--- src/sv/x86d_pkg.sv ---
// ----------------------------------------------------------------------------
// x86d_pkg
// Shared types, decoder class codes and opcode classification functions.
// ----------------------------------------------------------------------------
package x86d_pkg;

  typedef enum logic [4:0] {
    F_RMREG   = 5'd0,
    F_IMMRM   = 5'd1,
    F_IMMACC  = 5'd2,
    F_MEMACC  = 5'd3,
    F_SINGLE  = 5'd4,
    F_XCHG    = 5'd5,
    F_MNEM    = 5'd6,
    F_PUSHPOP = 5'd7,
    F_JCC     = 5'd8,
    F_MOVIMM  = 5'd9,
    F_MOVSEG  = 5'd10,
    F_GROUP   = 5'd11,
    F_INOUT   = 5'd12,
    F_SHIFT   = 5'd13,
    F_REP     = 5'd14,
    F_ESC     = 5'd15,
    F_NEAR    = 5'd16,
    F_FAR     = 5'd17,
    F_BAD     = 5'd18,
    F_SEGPFX  = 5'd19,
    F_LOCKPFX = 5'd20
  } form_t;

  typedef enum logic [3:0] {
    PH_IDLE  = 4'd0,
    PH_MODRM = 4'd1,
    PH_D0    = 4'd2,
    PH_D1    = 4'd3,
    PH_I0    = 4'd4,
    PH_I1    = 4'd5,
    PH_S0    = 4'd6,
    PH_S1    = 4'd7,
    PH_DONE  = 4'd8
  } phase_t;

  localparam logic [1:0] ST_OK       = 2'd0;
  localparam logic [1:0] ST_BAD      = 2'd1;
  localparam logic [1:0] ST_NOMEMSEG = 2'd2;

  localparam logic [1:0] MK_NONE  = 2'd0;
  localparam logic [1:0] MK_MODRM = 2'd1;
  localparam logic [1:0] MK_PLAIN = 2'd2;

  // held instruction state passed from the sequencer to the record builder
  typedef struct packed {
    logic [3:0]  bytes_taken;
    logic [7:0]  opcode;
    logic [7:0]  modrm;
    logic [15:0] disp;
    logic [15:0] imm;
    logic [15:0] segword;
    logic [3:0]  prefix;
  } instr_t;

  typedef struct packed {
    logic [7:0]  opcode_byte;
    logic [4:0]  form;
    logic [3:0]  length;
    logic [7:0]  modrm_byte;
    logic        wide;
    logic        reg_is_dest;
    logic [15:0] displacement;
    logic [16:0] immediate;
    logic [15:0] far_segment;
    logic        lock_prefix;
    logic [2:0]  seg_override;
    logic [1:0]  status;
  } record_t;

  function automatic form_t form_of(input logic [7:0] op);
    form_t f;
    logic [2:0] lo;
    lo = op[2:0];
    f = F_BAD;
    if (op < 8'h40) begin
      if (lo < 3'd4) f = F_RMREG;
      else if (lo < 3'd6) f = F_IMMACC;
      else if (op[5]) f = (lo == 3'd6) ? F_SEGPFX : F_MNEM;
      else f = F_PUSHPOP;
    end else if (op < 8'h60) f = F_SINGLE;
    else if (op < 8'h70) f = F_BAD;
    else if (op < 8'h80) f = F_JCC;
    else if (op < 8'h84) f = F_IMMRM;
    else if (op == 8'h8c || op == 8'h8e) f = F_MOVSEG;
    else if (op == 8'h8f) f = F_GROUP;
    else if (op < 8'h90) f = F_RMREG;
    else if (op < 8'h98) f = F_XCHG;
    else if (op == 8'h9a) f = F_FAR;
    else if (op < 8'ha0) f = F_MNEM;
    else if (op < 8'ha4) f = F_MEMACC;
    else if (op == 8'ha8 || op == 8'ha9) f = F_IMMACC;
    else if (op < 8'hb0) f = F_MNEM;
    else if (op < 8'hc0) f = F_MOVIMM;
    else begin
      case (op) inside
        8'hc4, 8'hc5: f = F_RMREG;
        8'hc6, 8'hc7: f = F_IMMRM;
        8'hc2, 8'hc3, [8'hca:8'hcf], 8'hd4, 8'hd5, 8'hd7, 8'hf4, 8'hf5,
        [8'hf8:8'hfd]: f = F_MNEM;
        [8'hd0:8'hd3]: f = F_SHIFT;
        [8'hd8:8'hdf]: f = F_ESC;
        [8'he0:8'he3]: f = F_JCC;
        [8'he4:8'he7], [8'hec:8'hef]: f = F_INOUT;
        8'he8, 8'he9, 8'heb: f = F_NEAR;
        8'hea: f = F_FAR;
        8'hf0: f = F_LOCKPFX;
        8'hf2, 8'hf3: f = F_REP;
        8'hf6, 8'hf7, 8'hfe, 8'hff: f = F_GROUP;
        default: f = F_BAD;
      endcase
    end
    return f;
  endfunction

  function automatic logic [1:0] modrm_kind(input logic [7:0] op, input form_t f);
    logic [1:0] k;
    case (f)
      F_RMREG, F_IMMRM, F_MOVSEG, F_GROUP, F_SHIFT, F_ESC: k = MK_MODRM;
      F_REP: k = MK_PLAIN;
      default: k = (op == 8'hd4 || op == 8'hd5) ? MK_PLAIN : MK_NONE;
    endcase
    return k;
  endfunction

  function automatic logic [1:0] disp_len(input logic [7:0] op, input form_t f,
                                          input logic [7:0] m);
    logic [1:0] d;
    d = 2'd0;
    if (f == F_MEMACC) d = 2'd2;
    else if (modrm_kind(op, f) == MK_MODRM) begin
      if (m[7:6] == 2'd0) d = (m[2:0] == 3'b110) ? 2'd2 : 2'd0;
      else if (m[7:6] == 2'd3) d = 2'd0;
      else d = m[7:6];
    end
    return d;
  endfunction

  function automatic logic [1:0] imm_len(input logic [7:0] op, input form_t f,
                                         input logic [7:0] m);
    logic [1:0] n;
    case (f)
      F_IMMRM: n = (op == 8'h81 || op == 8'hc7) ? 2'd2 : 2'd1;
      F_IMMACC: n = 2'd1 + {1'b0, op[0]};
      F_MOVIMM: n = 2'd1 + {1'b0, op[3]};
      F_GROUP: n = (op[7:1] == 7'b1111011 && m[5:3] == 3'd0) ?
                   2'd1 + {1'b0, op[0]} : 2'd0;
      F_MNEM: begin
        if (op == 8'hc2 || op == 8'hca) n = 2'd2;
        else n = (op == 8'hcd) ? 2'd1 : 2'd0;
      end
      F_JCC: n = 2'd1;
      F_NEAR: n = (op == 8'heb) ? 2'd1 : 2'd2;
      F_FAR: n = 2'd2;
      F_INOUT: n = op[3] ? 2'd0 : 2'd1;
      default: n = 2'd0;
    endcase
    return n;
  endfunction

endpackage

--- src/sv/x86d_stream_if.sv ---
// ----------------------------------------------------------------------------
// x86d_stream_if
// Valid/ready channel carrying one payload of parameter type.
// ----------------------------------------------------------------------------
interface x86d_stream_if #(parameter type T = logic [7:0]);
  logic valid;
  logic ready;
  T     data;
  modport source (output valid, output data, input ready);
  modport sink (input valid, input data, output ready);
endinterface

--- src/sv/x86_16_instruction_decoder.sv ---
// ----------------------------------------------------------------------------
// x86_16_instruction_decoder
// 8086 machine code decoder, one code byte per request, one record per
// instruction.
// ----------------------------------------------------------------------------
// Usage:
//   code_in carries one code byte per request (valid/ready). rec_out carries
//   one decoded record for each completed instruction, including a record
//   for an unsupported opcode on its own byte.
//   Throughput: one byte per cycle while code_in.ready is high; the byte
//   sequencer updates its phase and held fields on each accepted byte.
//   The record is loaded into the output register when the last byte of
//   its instruction is accepted and appears there in the cycle after.
//   Reset clears the byte position, the phase and all held fields.
//   When the receiver stalls, the record waits in the output register; a
//   byte is still taken in that cycle unless it would complete another
//   record, in which case code_in.ready drops until the record is taken.
// ----------------------------------------------------------------------------
module x86_16_instruction_decoder #(
  parameter int POSITION_BITS = 16
) (
  input  logic                                  clk,
  input  logic                                  rst,
  x86d_stream_if.sink                           code_in,
  x86d_stream_if.source                         rec_out
);

  logic [POSITION_BITS-1:0] position;
  logic [POSITION_BITS-1:0] pos_inc;
  logic                     take, done, room;
  x86d_pkg::instr_t         din;
  x86d_pkg::record_t        rec, out_reg;
  logic                     out_valid;

  // accept while the output slot is free or the byte completes nothing
  assign room = !out_valid || rec_out.ready;
  assign code_in.ready = room || !done;
  assign take = code_in.valid && code_in.ready;
  assign pos_inc = position + POSITION_BITS'(1);

  x86d_seq u_seq (
    .clk        (clk),
    .rst        (rst),
    .take       (take),
    .code_byte  (code_in.data),
    .done       (done),
    .done_instr (din)
  );

  x86d_rec #(.POSITION_BITS(POSITION_BITS)) u_rec (
    .ins      (din),
    .position (pos_inc),
    .rec      (rec)
  );

  // byte position counter
  always_ff @(posedge clk) begin
    if (rst) position <= '0;
    else if (take) position <= pos_inc;
  end

  // output register
  always_ff @(posedge clk) begin
    if (rst) begin
      out_valid <= 1'b0;
    end else if (take && done) begin
      out_valid <= 1'b1;
    end else if (rec_out.ready) begin
      out_valid <= 1'b0;
    end
  end

  always_ff @(posedge clk) begin
    if (take && done) out_reg <= rec;
  end

  assign rec_out.valid = out_valid;
  assign rec_out.data = out_reg;

endmodule

--- src/sv/x86d_seq.sv ---
// ----------------------------------------------------------------------------
// x86d_seq
// Byte sequencer: collects prefixes and instruction bytes, flags completion.
// ----------------------------------------------------------------------------
module x86d_seq (
  input  logic                clk,
  input  logic                rst,
  input  logic                take,
  input  logic [7:0]          code_byte,
  output logic                done,
  output x86d_pkg::instr_t    done_instr
);

  x86d_pkg::phase_t phase, phase_next;
  x86d_pkg::phase_t ph_step;
  x86d_pkg::instr_t cur, cur_next;
  x86d_pkg::instr_t upd;
  x86d_pkg::form_t  f_in, f_h;
  logic             is_pfx;

  // first phase after p that this instruction needs
  function automatic x86d_pkg::phase_t next_ph(input x86d_pkg::phase_t p,
                                               input x86d_pkg::instr_t s);
    x86d_pkg::form_t f;
    logic [1:0] dl, il, mk;
    x86d_pkg::phase_t r;
    f = x86d_pkg::form_of(s.opcode);
    mk = x86d_pkg::modrm_kind(s.opcode, f);
    dl = x86d_pkg::disp_len(s.opcode, f, s.modrm);
    il = x86d_pkg::imm_len(s.opcode, f, s.modrm);
    r = x86d_pkg::PH_DONE;
    if (f == x86d_pkg::F_FAR && p < x86d_pkg::PH_S1) r = x86d_pkg::PH_S1;
    if (f == x86d_pkg::F_FAR && p < x86d_pkg::PH_S0) r = x86d_pkg::PH_S0;
    if (il >= 2'd2 && p < x86d_pkg::PH_I1) r = x86d_pkg::PH_I1;
    if (il >= 2'd1 && p < x86d_pkg::PH_I0) r = x86d_pkg::PH_I0;
    if (dl >= 2'd2 && p < x86d_pkg::PH_D1) r = x86d_pkg::PH_D1;
    if (dl >= 2'd1 && p < x86d_pkg::PH_D0) r = x86d_pkg::PH_D0;
    if (mk != x86d_pkg::MK_NONE && p < x86d_pkg::PH_MODRM) r = x86d_pkg::PH_MODRM;
    return r;
  endfunction

  // merge the new byte into the held instruction
  always_comb begin
    upd = cur;
    upd.bytes_taken = (cur.bytes_taken < 4'd15) ? cur.bytes_taken + 4'd1 : cur.bytes_taken;
    f_in = x86d_pkg::form_of(code_byte);
    is_pfx = 1'b0;
    case (phase)
      x86d_pkg::PH_IDLE: begin
        if (f_in == x86d_pkg::F_LOCKPFX) begin
          upd.prefix[3] = 1'b1;
          is_pfx = 1'b1;
        end else if (f_in == x86d_pkg::F_SEGPFX) begin
          upd.prefix[2:0] = {1'b0, code_byte[4:3]} + 3'd1;
          is_pfx = 1'b1;
        end else begin
          upd.opcode = code_byte;
        end
      end
      x86d_pkg::PH_MODRM: upd.modrm = code_byte;
      x86d_pkg::PH_D0: upd.disp[7:0] = code_byte;
      x86d_pkg::PH_D1: upd.disp[15:8] = code_byte;
      x86d_pkg::PH_I0: upd.imm[7:0] = code_byte;
      x86d_pkg::PH_I1: upd.imm[15:8] = code_byte;
      x86d_pkg::PH_S0: upd.segword[7:0] = code_byte;
      x86d_pkg::PH_S1: upd.segword[15:8] = code_byte;
      default: ;
    endcase
  end

  // next phase and completion; done tells whether the offered byte would
  // complete an instruction, the state only moves when the byte is taken
  always_comb begin
    f_h = x86d_pkg::form_of(upd.opcode);
    ph_step = next_ph(phase, upd);
    phase_next = phase;
    cur_next = cur;
    done = 1'b0;
    if (phase == x86d_pkg::PH_DONE) begin
      phase_next = x86d_pkg::PH_IDLE;
      cur_next = '0;
    end else if (is_pfx) begin
      cur_next = upd;
    end else if (phase == x86d_pkg::PH_IDLE && f_h == x86d_pkg::F_BAD) begin
      done = 1'b1;
      phase_next = x86d_pkg::PH_IDLE;
      cur_next = '0;
    end else if (ph_step == x86d_pkg::PH_DONE) begin
      done = 1'b1;
      phase_next = x86d_pkg::PH_IDLE;
      cur_next = '0;
    end else begin
      phase_next = ph_step;
      cur_next = upd;
    end
    if (!take) begin
      phase_next = phase;
      cur_next = cur;
    end
  end

  assign done_instr = upd;

  // state registers
  always_ff @(posedge clk) begin
    if (rst) begin
      phase <= x86d_pkg::PH_IDLE;
      cur <= '0;
    end else begin
      phase <= phase_next;
      cur <= cur_next;
    end
  end

endmodule

--- src/sv/x86d_rec.sv ---
// ----------------------------------------------------------------------------
// x86d_rec
// Builds the decoded record from a complete instruction.
// ----------------------------------------------------------------------------
module x86d_rec #(
  parameter int POSITION_BITS = 16
) (
  input  x86d_pkg::instr_t        ins,
  input  logic [POSITION_BITS-1:0] position,
  output x86d_pkg::record_t       rec
);

  localparam int PW = (POSITION_BITS < 16) ? POSITION_BITS : 16;

  x86d_pkg::form_t f;
  logic [1:0]  mk, dl, il;
  logic [7:0]  op, m;
  logic [16:0] imm;
  logic [15:0] disp;
  logic        sgn, mem;
  logic [15:0] tgt;

  always_comb begin
    op = ins.opcode;
    m = ins.modrm;
    f = x86d_pkg::form_of(op);
    mk = x86d_pkg::modrm_kind(op, f);
    dl = x86d_pkg::disp_len(op, f, m);
    il = x86d_pkg::imm_len(op, f, m);
    rec = '0;
    rec.opcode_byte = op;
    rec.length = (ins.bytes_taken > 4'd8) ? 4'd8 : ins.bytes_taken;
    rec.lock_prefix = ins.prefix[3];
    rec.seg_override = ins.prefix[2:0];
    tgt = '0;
    mem = 1'b0;

    // displacement, sign extended
    disp = '0;
    if (dl == 2'd1) disp = {{8{ins.disp[7]}}, ins.disp[7:0]};
    else if (dl == 2'd2) disp = ins.disp;

    // immediate with opcode-specific signedness
    if (f == x86d_pkg::F_IMMRM) sgn = op[1];
    else sgn = (f == x86d_pkg::F_IMMACC || f == x86d_pkg::F_MOVIMM ||
                f == x86d_pkg::F_GROUP || f == x86d_pkg::F_FAR ||
                f == x86d_pkg::F_JCC || f == x86d_pkg::F_NEAR);
    imm = '0;
    if (il == 2'd1) imm = {{9{sgn & ins.imm[7]}}, ins.imm[7:0]};
    else if (il == 2'd2) imm = {sgn & ins.imm[15], ins.imm};

    // resolved jump target and special immediates
    if (f == x86d_pkg::F_JCC || f == x86d_pkg::F_NEAR) begin
      tgt = 16'(32'(position) + 32'(imm[15:0]));
      imm = '0;
      imm[PW-1:0] = tgt[PW-1:0];
    end else if (f == x86d_pkg::F_SHIFT) imm = op[1] ? 17'd0 : 17'd1;
    else if (f == x86d_pkg::F_ESC) imm = {11'd0, op[2:0], m[5:3]};

    if (f == x86d_pkg::F_BAD) begin
      rec.form = x86d_pkg::F_BAD;
      rec.status = x86d_pkg::ST_BAD;
    end else begin
      rec.form = f;
      case (f)
        x86d_pkg::F_RMREG: begin
          rec.wide = (op == 8'hc4 || op == 8'hc5) ? 1'b1 : op[0];
          rec.reg_is_dest = (op == 8'h8d || op == 8'hc4 || op == 8'hc5) ? 1'b1 : op[1];
        end
        x86d_pkg::F_IMMACC, x86d_pkg::F_MEMACC, x86d_pkg::F_INOUT: begin
          rec.wide = op[0];
          rec.reg_is_dest = ~op[1];
        end
        x86d_pkg::F_IMMRM, x86d_pkg::F_GROUP, x86d_pkg::F_SHIFT: rec.wide = op[0];
        x86d_pkg::F_MOVIMM: begin
          rec.wide = op[3];
          rec.reg_is_dest = 1'b1;
        end
        x86d_pkg::F_MOVSEG: begin
          rec.wide = 1'b1;
          rec.reg_is_dest = op[1];
        end
        x86d_pkg::F_SINGLE, x86d_pkg::F_XCHG, x86d_pkg::F_PUSHPOP, x86d_pkg::F_ESC,
        x86d_pkg::F_FAR: rec.wide = 1'b1;
        x86d_pkg::F_NEAR: rec.wide = (op != 8'heb);
        x86d_pkg::F_REP: rec.wide = m[0];
        x86d_pkg::F_MNEM: begin
          if (op >= 8'ha4 && op <= 8'haf) rec.wide = op[0];
          else if (op == 8'hc2 || op == 8'hca) rec.wide = 1'b1;
        end
        default: ;
      endcase
      mem = (f == x86d_pkg::F_MEMACC) || (mk == x86d_pkg::MK_MODRM && m[7:6] != 2'd3);
      rec.status = (ins.prefix[2:0] != 3'd0 && !mem) ? x86d_pkg::ST_NOMEMSEG
                                                     : x86d_pkg::ST_OK;
      rec.modrm_byte = (mk != x86d_pkg::MK_NONE) ? m : 8'd0;
      rec.displacement = disp;
      rec.immediate = imm;
      rec.far_segment = (f == x86d_pkg::F_FAR) ? ins.segword : 16'd0;
    end
  end

endmodule

--- src/flat_wrapper.sv ---
// flat-port wrapper written by rule: the top's interface ports become plain ports
module x86_16_instruction_decoder_flat 
#(
  parameter int POSITION_BITS = 16
)
  (clk, rst, code_in_valid, code_in_data, code_in_ready, rec_out_valid, rec_out_data, rec_out_ready);
  x86d_stream_if #(.T(logic [7:0])) code_in_i ();
  x86d_stream_if #(.T(x86d_pkg::record_t)) rec_out_i ();
  input  logic clk;
  input  logic rst;
  input wire logic [$bits(code_in_i.valid)-1:0] code_in_valid;
  input wire logic [$bits(code_in_i.data)-1:0] code_in_data;
  output wire logic [$bits(code_in_i.ready)-1:0] code_in_ready;
  output wire logic [$bits(rec_out_i.valid)-1:0] rec_out_valid;
  output wire logic [$bits(rec_out_i.data)-1:0] rec_out_data;
  input wire logic [$bits(rec_out_i.ready)-1:0] rec_out_ready;
  assign code_in_i.valid = code_in_valid;
  assign code_in_i.data = code_in_data;
  assign code_in_ready = code_in_i.ready;
  assign rec_out_valid = rec_out_i.valid;
  assign rec_out_data = rec_out_i.data;
  assign rec_out_i.ready = rec_out_ready;
  x86_16_instruction_decoder #(.POSITION_BITS(POSITION_BITS)) u_core (.clk(clk), .rst(rst), .code_in(code_in_i), .rec_out(rec_out_i));
endmodule
--- config.mk ---
export PLATFORM = sky130hd
export DESIGN_NAME = x86_16_instruction_decoder_flat
export DESIGN_NICKNAME = d
export VERILOG_FILES = /design/src/sv/x86d_pkg.sv /design/src/sv/x86d_stream_if.sv /design/src/sv/x86_16_instruction_decoder.sv /design/src/sv/x86d_seq.sv /design/src/sv/x86d_rec.sv /design/src/flat_wrapper.sv
export SDC_FILE = /design/constraint.sdc
export NUM_CORES = 1
export LEC_CHECK = 0
export ABC_AREA = 1
export ABC_CLOCK_PERIOD_IN_PS = 9400
export BUFFER_PORTS_ARGS = -buffer_cell sky130_fd_sc_hd__buf_2
export CELL_PAD_IN_SITES_DETAIL_PLACEMENT = 0
export CELL_PAD_IN_SITES_GLOBAL_PLACEMENT = 1
export CORE_MARGIN = 2
export CORE_UTILIZATION = 43
export DETAILED_ROUTE_END_ITERATION = 8
export GPL_ROUTABILITY_DRIVEN = 0
export GPL_TIMING_DRIVEN = 0
export PLACE_DENSITY = 0.77
export SYNTH_ARGS = -nofsm -noshare
export SYNTH_HDL_FRONTEND = slang
export SYNTH_HIERARCHICAL = 1
export SYNTH_SLANG_ARGS = --single-unit
--- constraint.sdc ---
create_clock -name clk -period 9.4 [get_ports clk]
set_input_delay 1.88 -clock clk [delete_from_list [all_inputs] [get_ports clk]]
set_output_delay 1.88 -clock clk [all_outputs]
set_load 0.02 [all_outputs]
==> impl_metrics.ini <==
[clock_network]
clk_latency_ps = 440
tritoncts = done
clock-sinks = 175
clk_pin_slew_ps = 80
cts_buffers = 17
cts-htree-levels = 4
cts_root_buf = clkbuf_16
clockBufferDepth = 2

[floorplan]
die_w_um = 174
die_h_um = 174
initial_core_util_pct = 43.6
core_area_mm2 = 0.0286
rows = 62
die_area_mm2 = 0.0304
ios = 96

[grt]
overflow = 0
grt_max_degree = 52
grt_pass1_wl_mm = 61.7
grt_usage_pct = 25.4
grt_pass1_vias = 11600
antenna_found_initial = 0

[setup_path]
max_stage_delay_ps = 320
crit_slowest_cell = nand2_1
r2r_slack_ps = 1950
cp.depth = 44
worstSetupPathType = in -> out
crit_path_frequent_cell = nand2_1
rr_endpoint = u_core/rec_out.data[33]
crit_buf_inv = 5
critPathRequiredTime_ps = 7520
r2r_cells = 42
cp_top_family = simple AND/OR/NAND/NOR gates
critPathLaunchType = input port
critPathLaunch = code_in_data[3]
crit_arrival_ps = 7040
end_kind = output pin
path_max_fanout = 10
r2r_start = u_core/u_seq/phase[3]

[yosys]
syn_avg_cell_area_um2 = 6.46
ys.flop_type = dfxtp_1
seq_area_frac_synth_pct = 34.6
syn_inst = 1933
ys_seq_elements = 175
synth.area.top_cells = edfxtp_1 20%, nand2_1 17%, dfxtp_1 15%
async_reset_ff_share_pct = 0
yosysUniqueCellTypes = 58
yosysWarnings = 6
netlist_area_mm2 = 0.0125
synth-edff-count = 82
synth_top_area_cell = edfxtp_1
yosysTopAreaCellShare_pct = 19.7
synth.net_count = 1967

[power]
switching_share_pct = 48.1
leakagePower_nw = 6.93
ir_worst_vdd_mv = 0.153
pwr-share-seq_pct = 29.3
power_switching_mw = 1.97
clockPowerShare_pct = 18.1
power_density_mw_per_mm2 = 289
power.internal_mw = 2.12
combPwrFrac_pct = 52.6

[routing]
drt_pre_antenna_iters = 6
wl_met3_mm = 2.11
wl_met1_mm = 18.2
routed.top_layer = met4
drc = 0
wl_mm = 38.2
vias_per_cell = 5.12
ant_nets = 0
dr.first_iter.drc_count = 1118
wl_met2_mm = 17.3
wire_per_inst_um = 15.6
vias = 12500

[timing]
finalCritPeriodShare_pct = 94.9
rsz0062_at_grt = no
worst_slew_pin_slew_ps = 759
slew_headroom_pct = 49.2
min_period_ps = 8920
hold_viol = 0
skew_ps = 17.4
fmax_mhz = 112
holdWs_ps = 460
drv_slew = 0
setup_viol = 0

[worst_hold_path]
hold_path_depth = 2
min_to = u_core/u_seq/cur[10]
hp-start = u_core/u_seq/cur[10]
hp-class = reg -> reg

[layout]
syn_to_final_growth_pct = 13.3
fillers = 2985
fin_util_pct = 49.4
final_common_cell = nand2_1
final_cell_mix = 551 x nand2_1, 281 x inv_1, 240 x nor2_1
design_area_mm2 = 0.0141
antennaDiodeCount = 0
nNetsFinal = 2084
drive_above_1_share_pct = 15.7

[placed_design]
dpl.hpwl_mm = 28.2
placed_area_mm2 = 0.0135
port_buffers = 93

[run_status]
status = completed

[job]
cap_violations = 0
==> per-stage QoR <==
stage          setup WS, ps  total power, mW  TNS (ps)  cells
3_3_place_gp           -869             3.33    -73010   2410
3_5_place_dp           -550             3.34     -1160   2411
5_1_grt                13.5             4.38         0   2447
4_1_cts                5.54             4.09         0   2443
6_report                482             4.09         0   2447
2_1_floorplan          1470             2.71         0   1933
==> worst max-delay path by stage <==
stage                                    to  slack (ps)
floorplan            u_core/rec_out.data[0]        1470
CTS                 u_core/rec_out.data[33]           6
global route        u_core/rec_out.data[36]          10
finish                        code_in_ready         480
global placement    u_core/rec_out.data[79]        -870
detailed placement  u_core/rec_out.data[33]        -550
==> repair_timing <==
| item | in CTS | in global routing |
|---|---|---|
| hold buffers | 0 | 0 |
| gates resized for setup | 2 | 19 |
| buffers inserted | 0 | 4 |
| setup endpoints to repair | 2 | 21 |
| pin swaps | 0 | 1 |
==> tightest hold or removal path, stage by stage (launching register included) <==
cell	delay [ps]
dfxtp_1	310
nand2_1	60
a21oi_1	50
==> power groups by stage <==
stage	logic (mW)	registers (mW)	clock network, mW
4_1_cts	2.13	1.20	0.757
3_5_place_dp	2.12	1.21	0
6_report	2.15	1.20	0.741
2_1_floorplan	1.24	1.47	0
3_3_place_gp	2.09	1.24	0
5_1_grt	2.37	1.22	0.780
==> layer usage <==
layer | global-route usage, % | up-vias
met2 | 40.8 | 411
met5 | 0 | -
met1 | 36.3 | 5732
met3 | 3.11 | 45
met4 | 6.30 | 0
li1 | - | 6350
==> cell usage after synthesis, drive strengths merged, types with 2 or more instances <==
cell and number:
a21boi 2, o211ai 4, and2 2, edfxtp 82, inv 315, nand2 585
buf 39, a31oi 6, ha 21, nor3 21, o21ai 106, o21bai 3
or2 26, a211oi 2, nor2 270, clkbuf 38, xnor2 2, a221oi 2
nand4 46, a21oi 141, o31ai 4, nor4 3, o21a 3, xor2 10
nand3b 4, nand3 90, dfxtp 93, o22ai 3
==> sequential cells by signal, indices dropped and copies added (netlist names) <==
| register | flops |
|---|---|
| u_core/rec_out.data | 82 |
| u_core/u_seq/cur | 72 |
| u_core/rec_out.valid | 1 |
| u_core/u_seq/phase | 4 |
| u_core/position | 16 |
==> final cells by class <==
type                    count  area [um^2]  share of cell area (%)
multi-input cells        1365         6590                    46.6
clock buffers              18          429                    3.03
repair buffers             98          523                    3.70
clock inverters            14          168                    1.19
plain buffers              77          443                    3.13
flip-flops and latches    175         4320                    30.6
inverters                 316         1190                    8.40
well taps                 384          480                    3.40
==> cell families after synthesis <==
family | Yosys count | share of synthesized area, %
adder cells (fa/ha/maj) | 22 | 2.27
buffers and inverters | 393 | 13.0
AND/OR/NAND/NOR | 1048 | 36.8
multiplexers | 1 | 0.0802
AO/OA/AOI/OAI | 282 | 12.4
flip-flops | 175 | 34.6
XOR/XNOR | 12 | 0.842
Power figures use the tool's default switching activity.
